`config.mk`:
```
export PLATFORM = sky130hd
export DESIGN_NAME = ldpc_layered_nms_check_node_unit
export DESIGN_NICKNAME = d
export VERILOG_FILES = /design/src/design/ldpcnms_pkg.sv /design/src/design/ldpcnms_ram.sv /design/src/design/ldpcnms_alu.sv /design/src/design/ldpc_layered_nms_check_node_unit.sv
export SDC_FILE = /design/constraint.sdc
export NUM_CORES = 1
export LEC_CHECK = 0
export BUFFER_PORTS_ARGS = -buffer_cell sky130_fd_sc_hd__buf_2
export CORE_ASPECT_RATIO = 0.7
export CORE_MARGIN = 5
export CORE_UTILIZATION = 30
export DETAILED_ROUTE_END_ITERATION = 10
export PLACE_DENSITY_LB_ADDON = 0.25
export SKIP_LAST_GASP = 1
export SYNTH_ARGS = -nofsm -noshare
export SYNTH_HDL_FRONTEND = slang
export SYNTH_SLANG_ARGS = --single-unit
```
`constraint.sdc`:
```
create_clock -name clk -period 34.6 [get_ports clk]
set_input_delay 5.19 -clock clk [delete_from_list [all_inputs] [get_ports clk]]
set_output_delay 5.19 -clock clk [all_outputs]
set_load 0.02 [all_outputs]
```
`src/design/ldpcnms_pkg.sv`:
```
// Shared types, constants and register codes for the layered NMS check-node unit.
// Used by ldpcnms_alu and ldpc_layered_nms_check_node_unit; no dependencies.
package ldpcnms_pkg;

    // Default maximum check-node degree (edge store depth)
    localparam int MAX_DEGREE_DEF = 32;

    // Fixed field widths
    localparam int LLR_W = 8;
    localparam int MAG_W = 7;
    localparam int NORM_W = 8;
    localparam int IDX_W = 5;
    localparam int NORM_SHIFT = 5;

    // Magnitude ceiling and run reset values
    localparam logic [MAG_W-1:0] MAG_MAX = 7'd127;

    // Configuration register indexes and reset values
    localparam int CFG_IDX_W = 2;
    localparam logic [CFG_IDX_W-1:0] CFG_NORM_FACTOR = 2'd0;
    localparam logic [CFG_IDX_W-1:0] CFG_VAR_FLOOR = 2'd1;
    localparam logic [CFG_IDX_W-1:0] CFG_MSG_LIMIT = 2'd2;
    localparam logic [NORM_W-1:0] NORM_FACTOR_RST = 8'd24;
    localparam logic signed [LLR_W-1:0] VAR_FLOOR_RST = -8'sd127;
    localparam logic [MAG_W-1:0] MSG_LIMIT_RST = 7'd127;

    // Shared unit operation codes
    localparam int OP_W = 2;
    localparam logic [OP_W-1:0] OP_ABSORB = 2'd0;
    localparam logic [OP_W-1:0] OP_SCALE = 2'd1;
    localparam logic [OP_W-1:0] OP_EMIT = 2'd2;

    // Run context handed to the shared unit
    typedef struct packed {
        logic [NORM_W-1:0] norm_factor;
        logic signed [LLR_W-1:0] var_floor;
        logic [MAG_W-1:0] msg_limit;
        logic [MAG_W-1:0] least_mag;
        logic [MAG_W-1:0] scaled_hi;
        logic [MAG_W-1:0] scaled_lo;
        logic neg_base;
    } alu_ctx_t;

endpackage

```
`src/design/ldpcnms_ram.sv`:
```
// Generic simple dual-port RAM: one write port, one read port with registered data.
// No dependencies.
module ldpcnms_ram #(
    parameter int WIDTH = 8,
    parameter int DEPTH = 32
) (
    input  logic                     clk,
    input  logic                     wr_en,
    input  logic [$clog2(DEPTH)-1:0] wr_addr,
    input  logic [WIDTH-1:0]         wr_data,
    input  logic                     rd_en,
    input  logic [$clog2(DEPTH)-1:0] rd_addr,
    output logic [WIDTH-1:0]         rd_data
);

    logic [WIDTH-1:0] mem [DEPTH];
    logic [WIDTH-1:0] rd_data_reg;

    // Write port
    always_ff @(posedge clk)
    begin
        if (wr_en)
        begin
            mem[wr_addr] <= wr_data;
        end
    end

    // Registered read port, holds while not enabled
    always_ff @(posedge clk)
    begin
        if (rd_en)
        begin
            rd_data_reg <= mem[rd_addr];
        end
    end

    assign rd_data = rd_data_reg;

endmodule

```
`src/design/ldpcnms_alu.sv`:
```
// Shared arithmetic unit: extrinsic subtract, normalization multiply, message update.
// Depends on ldpcnms_pkg.
module ldpcnms_alu (
    input  logic [ldpcnms_pkg::OP_W-1:0]         op,
    input  logic signed [ldpcnms_pkg::LLR_W-1:0] opa,
    input  logic signed [ldpcnms_pkg::LLR_W-1:0] opb,
    input  logic [ldpcnms_pkg::MAG_W-1:0]        scale_in,
    input  ldpcnms_pkg::alu_ctx_t                ctx,
    output logic signed [ldpcnms_pkg::LLR_W-1:0] res_val,
    output logic signed [ldpcnms_pkg::LLR_W-1:0] res_msg,
    output logic [ldpcnms_pkg::MAG_W-1:0]        res_mag
);

    localparam int SUM_W = ldpcnms_pkg::LLR_W + 2;
    localparam int PROD_W = ldpcnms_pkg::MAG_W + ldpcnms_pkg::NORM_W;
    localparam int SH_W = PROD_W - ldpcnms_pkg::NORM_SHIFT;

    // |v| saturated to 127, then clipped to the limit
    function automatic logic [ldpcnms_pkg::MAG_W-1:0] mag_of(
        input logic signed [ldpcnms_pkg::LLR_W-1:0] v,
        input logic [ldpcnms_pkg::MAG_W-1:0]        limit
    );
        logic [ldpcnms_pkg::LLR_W-1:0] a;
        logic [ldpcnms_pkg::MAG_W-1:0] m;
        a = v[ldpcnms_pkg::LLR_W-1] ? ldpcnms_pkg::LLR_W'(-v) : ldpcnms_pkg::LLR_W'(v);
        m = a[ldpcnms_pkg::LLR_W-1] ? ldpcnms_pkg::MAG_MAX : a[ldpcnms_pkg::MAG_W-1:0];
        return (m > limit) ? limit : m;
    endfunction

    logic [ldpcnms_pkg::MAG_W-1:0]        mag_a;
    logic [ldpcnms_pkg::MAG_W-1:0]        mag_sel;
    logic                                 neg;
    logic signed [ldpcnms_pkg::LLR_W-1:0] nm;
    logic signed [SUM_W-1:0]              addend;
    logic signed [SUM_W-1:0]              sum;
    logic signed [ldpcnms_pkg::LLR_W-1:0] sat;
    logic signed [ldpcnms_pkg::LLR_W-1:0] val;
    logic [PROD_W-1:0]                    prod;
    logic [SH_W-1:0]                      prod_sh;
    logic [ldpcnms_pkg::MAG_W-1:0]        scaled;

    // Message for a stored edge: pick the other minimum, apply the sign
    always_comb
    begin
        mag_a = mag_of(opa, ctx.msg_limit);
        mag_sel = (mag_a == ctx.least_mag) ? ctx.scaled_hi : ctx.scaled_lo;
        neg = ctx.neg_base ^ opa[ldpcnms_pkg::LLR_W-1];
        nm = neg ? -$signed({1'b0, mag_sel}) : $signed({1'b0, mag_sel});
    end

    // Saturating add or subtract, clamped at the floor
    always_comb
    begin
        if (op == ldpcnms_pkg::OP_EMIT)
        begin
            addend = SUM_W'(nm);
        end
        else
        begin
            addend = -SUM_W'(opb);
        end
        sum = SUM_W'(opa) + addend;
        if (sum > SUM_W'(127))
        begin
            sat = 8'sd127;
        end
        else if (sum < -SUM_W'(128))
        begin
            sat = -8'sd128;
        end
        else
        begin
            sat = sum[ldpcnms_pkg::LLR_W-1:0];
        end
        val = (sat < ctx.var_floor) ? ctx.var_floor : sat;
    end

    // Normalization multiply, shift and saturate
    always_comb
    begin
        prod = PROD_W'(scale_in) * PROD_W'(ctx.norm_factor);
        prod_sh = prod[PROD_W-1:ldpcnms_pkg::NORM_SHIFT];
        scaled = (prod_sh > SH_W'(ldpcnms_pkg::MAG_MAX)) ? ldpcnms_pkg::MAG_MAX
                                                          : prod_sh[ldpcnms_pkg::MAG_W-1:0];
    end

    assign res_val = val;
    assign res_msg = nm;
    assign res_mag = (op == ldpcnms_pkg::OP_SCALE) ? scaled : mag_of(val, ctx.msg_limit);

endmodule

```
`src/design/ldpc_layered_nms_check_node_unit.sv`:
```
// Top level of the layered normalized min-sum check-node unit: sequencer and run state.
// Depends on ldpcnms_pkg, ldpcnms_ram and ldpcnms_alu.

// Each edge beat on the input stream is absorbed as it is accepted: its extrinsic
// value goes to the edge store RAM and the sign parity and two smallest magnitudes
// are updated. The beat flagged with tlast closes the check node; the shared
// arithmetic unit then computes the two normalization products in turn and the
// block emits one result per stored edge, one per cycle while the output side
// takes them, in arrival order. s_tready is low from after the tlast beat until
// the final result is loaded into the output register. Edges beyond MAX_DEGREE
// are dropped and every result of that run carries the overflow flag in m_tuser.
// The store needs no clearing after reset. Configuration is taken on any cycle
// and must only change while the block is idle.
module ldpc_layered_nms_check_node_unit #(
    parameter int MAX_DEGREE = ldpcnms_pkg::MAX_DEGREE_DEF
) (
    input  logic        clk,
    input  logic        rst_n,
    // Edge input
    input  logic        s_tvalid,
    output logic        s_tready,
    input  logic [15:0] s_tdata,   // [7:0] var_llr, [15:8] old_msg
    input  logic        s_tlast,   // last_edge
    // Result output
    output logic        m_tvalid,
    input  logic        m_tready,
    output logic [23:0] m_tdata,   // [7:0] new_msg, [15:8] new_var_llr, [20:16] edge_index
    output logic        m_tlast,   // last_result
    output logic        m_tuser,   // degree_overflow
    // Configuration writes
    input  logic        cfg_valid,
    output logic        cfg_ready,
    input  logic [1:0]  cfg_index,
    input  logic [7:0]  cfg_data
);

    localparam int ADDR_W = $clog2(MAX_DEGREE);
    localparam int CNT_W = $clog2(MAX_DEGREE + 1);
    localparam int LLR_W = ldpcnms_pkg::LLR_W;
    localparam int MAG_W = ldpcnms_pkg::MAG_W;

    localparam logic [1:0] ST_IDLE = 2'd0;
    localparam logic [1:0] ST_SCALE_HI = 2'd1;
    localparam logic [1:0] ST_SCALE_LO = 2'd2;
    localparam logic [1:0] ST_EMIT = 2'd3;

    logic [1:0]                  state_reg, state_next;
    logic [CNT_W-1:0]            count_reg, count_next;
    logic [ADDR_W-1:0]           idx_reg, idx_next;
    logic [MAG_W-1:0]            least_reg, least_next;
    logic [MAG_W-1:0]            second_reg, second_next;
    logic                        parity_reg, parity_next;
    logic                        ovf_reg, ovf_next;
    logic [MAG_W-1:0]            c_hi_reg, c_hi_next;
    logic [MAG_W-1:0]            c_lo_reg, c_lo_next;

    logic [ldpcnms_pkg::NORM_W-1:0] norm_reg;
    logic signed [LLR_W-1:0]        floor_reg;
    logic [MAG_W-1:0]               limit_reg;

    logic                        m_valid_reg, m_valid_next;
    logic signed [LLR_W-1:0]     m_msg_reg, m_msg_next;
    logic signed [LLR_W-1:0]     m_var_reg, m_var_next;
    logic [ldpcnms_pkg::IDX_W-1:0] m_idx_reg, m_idx_next;
    logic                        m_last_reg, m_last_next;
    logic                        m_ovf_reg, m_ovf_next;

    logic                        s_fire;
    logic                        has_room;
    logic                        out_load;
    logic                        is_last;
    logic                        wr_en;
    logic                        rd_en;
    logic [ADDR_W-1:0]           rd_addr;
    logic [LLR_W-1:0]            rd_data;

    logic [ldpcnms_pkg::OP_W-1:0] alu_op;
    logic [MAG_W-1:0]             alu_scale_in;
    ldpcnms_pkg::alu_ctx_t        alu_ctx;
    logic signed [LLR_W-1:0]      alu_val;
    logic signed [LLR_W-1:0]      alu_msg;
    logic [MAG_W-1:0]             alu_mag;
    logic [MAG_W-1:0]             hi_mag;

    // Handshake terms
    assign s_tready = (state_reg == ST_IDLE);
    assign s_fire = s_tvalid && s_tready;
    assign has_room = (count_reg < CNT_W'(MAX_DEGREE));
    assign out_load = !m_valid_reg || m_tready;
    assign is_last = (CNT_W'(idx_reg) == (count_reg - CNT_W'(1)));
    assign cfg_ready = 1'b1;

    // Edge store
    assign wr_en = s_fire && has_room;
    assign rd_en = (state_reg == ST_SCALE_LO) ||
                   ((state_reg == ST_EMIT) && out_load && !is_last);
    assign rd_addr = (state_reg == ST_SCALE_LO) ? '0 : (idx_reg + ADDR_W'(1));

    ldpcnms_ram #(
        .WIDTH (LLR_W),
        .DEPTH (MAX_DEGREE)
    ) u_store (
        .clk     (clk),
        .wr_en   (wr_en),
        .wr_addr (count_reg[ADDR_W-1:0]),
        .wr_data (alu_val),
        .rd_en   (rd_en),
        .rd_addr (rd_addr),
        .rd_data (rd_data)
    );

    // Shared unit operand selection
    always_comb
    begin
        unique case (state_reg)
            ST_IDLE:     alu_op = ldpcnms_pkg::OP_ABSORB;
            ST_SCALE_HI: alu_op = ldpcnms_pkg::OP_SCALE;
            ST_SCALE_LO: alu_op = ldpcnms_pkg::OP_SCALE;
            ST_EMIT:     alu_op = ldpcnms_pkg::OP_EMIT;
            default:     alu_op = ldpcnms_pkg::OP_ABSORB;
        endcase
        alu_scale_in = (state_reg == ST_SCALE_HI) ? second_reg : least_reg;
        alu_ctx.norm_factor = norm_reg;
        alu_ctx.var_floor = floor_reg;
        alu_ctx.msg_limit = limit_reg;
        alu_ctx.least_mag = least_reg;
        alu_ctx.scaled_hi = c_hi_reg;
        alu_ctx.scaled_lo = c_lo_reg;
        alu_ctx.neg_base = parity_reg ^ count_reg[0];
    end

    ldpcnms_alu u_alu (
        .op       (alu_op),
        .opa      ((state_reg == ST_EMIT) ? $signed(rd_data) : $signed(s_tdata[7:0])),
        .opb      ($signed(s_tdata[15:8])),
        .scale_in (alu_scale_in),
        .ctx      (alu_ctx),
        .res_val  (alu_val),
        .res_msg  (alu_msg),
        .res_mag  (alu_mag)
    );

    assign hi_mag = (alu_mag > least_reg) ? alu_mag : least_reg;

    // Sequencer and run state
    always_comb
    begin
        state_next = state_reg;
        count_next = count_reg;
        idx_next = idx_reg;
        least_next = least_reg;
        second_next = second_reg;
        parity_next = parity_reg;
        ovf_next = ovf_reg;
        c_hi_next = c_hi_reg;
        c_lo_next = c_lo_reg;
        m_valid_next = m_valid_reg;
        m_msg_next = m_msg_reg;
        m_var_next = m_var_reg;
        m_idx_next = m_idx_reg;
        m_last_next = m_last_reg;
        m_ovf_next = m_ovf_reg;

        // output beat taken
        if (m_valid_reg && m_tready)
        begin
            m_valid_next = 1'b0;
        end

        unique case (state_reg)
            ST_IDLE:
            begin
                if (s_fire)
                begin
                    if (has_room)
                    begin
                        count_next = count_reg + CNT_W'(1);
                        parity_next = parity_reg ^ alu_val[LLR_W-1];
                        if (alu_mag < least_reg)
                        begin
                            least_next = alu_mag;
                        end
                        if (hi_mag < second_reg)
                        begin
                            second_next = hi_mag;
                        end
                    end
                    else
                    begin
                        ovf_next = 1'b1;
                    end
                    if (s_tlast)
                    begin
                        state_next = ST_SCALE_HI;
                    end
                end
            end
            ST_SCALE_HI:
            begin
                c_hi_next = alu_mag;
                state_next = ST_SCALE_LO;
            end
            ST_SCALE_LO:
            begin
                c_lo_next = alu_mag;
                idx_next = '0;
                state_next = ST_EMIT;
            end
            ST_EMIT:
            begin
                if (out_load)
                begin
                    m_valid_next = 1'b1;
                    m_msg_next = alu_msg;
                    m_var_next = alu_val;
                    m_idx_next = ldpcnms_pkg::IDX_W'(idx_reg);
                    m_last_next = is_last;
                    m_ovf_next = ovf_reg;
                    if (is_last)
                    begin
                        count_next = '0;
                        least_next = ldpcnms_pkg::MAG_MAX;
                        second_next = ldpcnms_pkg::MAG_MAX;
                        parity_next = 1'b0;
                        ovf_next = 1'b0;
                        state_next = ST_IDLE;
                    end
                    else
                    begin
                        idx_next = idx_reg + ADDR_W'(1);
                    end
                end
            end
            default:
            begin
                state_next = ST_IDLE;
            end
        endcase
    end

    // Control registers
    always_ff @(posedge clk or negedge rst_n)
    begin
        if (!rst_n)
        begin
            state_reg <= ST_IDLE;
            count_reg <= '0;
            least_reg <= ldpcnms_pkg::MAG_MAX;
            second_reg <= ldpcnms_pkg::MAG_MAX;
            parity_reg <= 1'b0;
            ovf_reg <= 1'b0;
            m_valid_reg <= 1'b0;
        end
        else
        begin
            state_reg <= state_next;
            count_reg <= count_next;
            least_reg <= least_next;
            second_reg <= second_next;
            parity_reg <= parity_next;
            ovf_reg <= ovf_next;
            m_valid_reg <= m_valid_next;
        end
    end

    // Payload registers
    always_ff @(posedge clk)
    begin
        idx_reg <= idx_next;
        c_hi_reg <= c_hi_next;
        c_lo_reg <= c_lo_next;
        m_msg_reg <= m_msg_next;
        m_var_reg <= m_var_next;
        m_idx_reg <= m_idx_next;
        m_last_reg <= m_last_next;
        m_ovf_reg <= m_ovf_next;
    end

    // Configuration registers
    always_ff @(posedge clk or negedge rst_n)
    begin
        if (!rst_n)
        begin
            norm_reg <= ldpcnms_pkg::NORM_FACTOR_RST;
            floor_reg <= ldpcnms_pkg::VAR_FLOOR_RST;
            limit_reg <= ldpcnms_pkg::MSG_LIMIT_RST;
        end
        else if (cfg_valid && cfg_ready)
        begin
            if (cfg_index == ldpcnms_pkg::CFG_NORM_FACTOR)
            begin
                norm_reg <= cfg_data;
            end
            if (cfg_index == ldpcnms_pkg::CFG_VAR_FLOOR)
            begin
                floor_reg <= $signed(cfg_data);
            end
            if (cfg_index == ldpcnms_pkg::CFG_MSG_LIMIT)
            begin
                limit_reg <= cfg_data[MAG_W-1:0];
            end
        end
    end

    // Output port
    assign m_tvalid = m_valid_reg;
    assign m_tdata = {3'b000, m_idx_reg, m_var_reg, m_msg_reg};
    assign m_tlast = m_last_reg;
    assign m_tuser = m_ovf_reg;

endmodule
```
==> metrics.yaml <==
run_status:
  status: "completed"
worst_setup_path:
  critPathBufInv: 5
  cpLargestDelayFamily: "compound AO/OA/AOI/OAI gates"
  worstPathMaxFanout: 35
  cp_slowest_cell: "a211oi_2"
  critical_path_class: "primary input to flop"
  critPathLaunchType: "primary input"
  crit_path_max_incr_delay_ps: 710
  cp.arrival_ps: 22230
  endpoint_kind: "flop"
  cpMostUsedCell: "ha_1"
  crit_required_ps: 35090
layout:
  drive_above_1_share_pct: 18.0
  multi_input_area_um2: 7750
  nNetsFinal: 1676
  areaGrowthSynthToFinish_pct: 12.6
  final_common_cell: "edfxtp_1"
  nFillCells: 6108
  stdcell_count: 2377
  final_cell_mix: "edfxtp_1, nand2_1, inv_1, nor2_1, ha_1"
  seq_area_um2: 10400
  largest_register: "u_store.mem"
  largest_reg_flops: 256
detailed_routing:
  wl_per_cell_um: 21.9
  vias_per_cell: 5.20
  drt_first_pass_iters: 6
  route.vias.total: 12371
  drt_iter0_drc: 1369
  ant_nets: 0
  drc_errors: 0
  routed_wl_mm: 52.1
clocking:
  post_cts_resized: 0
  postCtsSetupRepairBufs: 0
  path_clk_slew_ps: 60
  clk_latency_ps: 570
  cts_buffers: 38
  cts_sinks: 354
  cts_hold_buf: 0
  cts_root_buf: "clkbuf_16"
  cts_tree: "built"
  htreeDepth: 2
  clock_path_buffers: 3
logic_synthesis:
  synth.distinct_cells: 91
  syn_avg_cell_area_um2: 12.8
  ys_ff_latch: 354
  async_reset_ff_share_pct: 13.6
  ys.flop_type: "edfxtp_1"
  syn_area_um2: 18800
  syn-instance-count: 1465
  ys_warn_count: 0
  synth_edf_count: 306
  ys_seq_area_share_pct: 55.5
grt:
  grt_max_degree: 55
  grt.overflow.total: 0
  antenna_found_initial: 7
  grt_util_all_layers_pct: 15.2
  grt_pass1_vias: 11979
  grt_pass1_wl_mm: 78.1
run:
  maxCapViolations: 0
floorplanning:
  pin_count: 61
  rows: 76
  die_h_um: 219
  die_x_um: 309
  fp.dieArea_um2: 67800
  fp.coreArea_um2: 61800
  initial_core_util_pct: 30.4
timing:
  slew_violations: 0
  setup_tns_ps: 0
  fin_crit_sh_pct: 62.8
  worstMarginPinSlew_ps: 1150
  fin_crit_ps: 21730
  hold_violations: 0
  fmax_mhz: 46.0
  relSlewSlack_pct: 23.2
  setup_viol: 0
  rsz0062_at_grt: "no"
  clock_skew_ps: 32.7
placement:
  hpwl_mm: 37.0
  gp_congestion: 0.893
  placed_cells: 2307
  place.port_buffers: 56
min_path:
  worstHoldPathType: "flop to flop"
## per-layer routing
layer | vias up | global-route usage (%) | share of wire (%)
li1 | 5657 | - | -
met5 | - | 0 | 0.021
met1 | 6215 | 24.8 | 51
met2 | 429 | 20.2 | 39
met4 | 2 | 3.75 | 2.0
met3 | 68 | 3.16 | 7.7
## kinds of logic after synthesis
group / Yosys count / share of synthesized area (%)
XOR/XNOR: 38 / 1.87
AO/OA/AOI/OAI: 289 / 10.6
multiplexers: 110 / 9.35
buffers and inverters: 165 / 3.61
flip-flops: 354 / 55.5
adder cells (fa/ha/maj): 116 / 8.88
other: 2 / 0.0400
AND/OR/NAND/NOR: 391 / 10.2
## synth_stat cells, types with 4 or more instances
cell type,count,area [µm²]
nand2b_1,11,68.8
inv_1,106,398
ha_1,87,1090
nor3b_1,5,37.5
a21o_1,14,105
nor2b_1,10,62.6
dfstp_2,25,657
a21oi_1,54,270
o21ai_1,11,55.1
xor2_1,16,140
o31ai_1,6,45.0
nand4_1,9,56.3
nand3_1,31,155
xnor2_1,21,184
o21ai_0,60,300
nor2_1,95,357
o22ai_1,15,93.8
nand3b_1,9,67.6
o211ai_1,14,105
nor4_1,6,37.5
nor3_1,30,150
o21a_1,7,52.6
or3_1,8,50.1
o31a_1,5,43.8
mux2_2,40,450
o22a_1,11,96.3
and2_1,30,188
edfxtp_1,306,9190
a31oi_1,18,113
clkbuf_1,41,154
mux4_2,47,1060
fa_1,29,581
and3_1,6,37.5
or2_2,4,25.0
mux2i_1,19,190
nand2_1,121,454
dfrtp_1,23,576
buf_4,6,45.0
o221ai_1,25,219
## worst paths after layout
check | from | end | slack (ps) | depth (start not counted)
setup / recovery | s_tdata[1] | second_reg[4] | 12870 | 76
hold / removal | ovf_reg | m_tuser | 480 | 0
setup reg to reg | state_reg[0] | second_reg[4] | 16410 | 78
hold reg to reg | ovf_reg | m_tuser | 480 | 0
max in group asynchronous | rst_n | ovf_reg | 29340 | 2
min in group asynchronous | rst_n | norm_reg[6] | 4750 | 2
## cell type report
type | count | area share, %
Antenna cell | 4 | 0.0473
Clock buffer | 41 | 4.55
Clock inverter | 25 | 0.656
Inverter | 109 | 1.93
Multi-Input combinational cell | 948 | 36.6
Sequential cell | 354 | 49.3
Tap cell | 819 | 4.84
Timing Repair Buffer | 77 | 2.07
## metrics by stage
stage                     util (%)  hold WS (ps)  instance area (µm²)  setup WS (ps)
after floorplan                  -           424                18800          15320
after global placement        32.4           474                20000          12980
after detailed placement      32.4           482                20000          12480
after CTS                     34.2           496                21100          13070
after global routing          34.2           501                21200          11480
final                         34.2           485                21200          12870
## worst reg2reg max path: cells and delay by family, from the launching register on
family / cells / cell delay, ps
AO/OA/AOI/OAI: 33 / 7870
XOR/XNOR: 2 / 330
adder cells (fa/ha/maj): 10 / 2610
buffers and inverters: 6 / 1050
flip-flops: 1 / 400
multiplexers: 6 / 2160
AND/OR/NAND/NOR: 21 / 3730
Power is not shown: default switching activity piles up to over one toggle a cycle in this logic, so the estimate is an artifact.
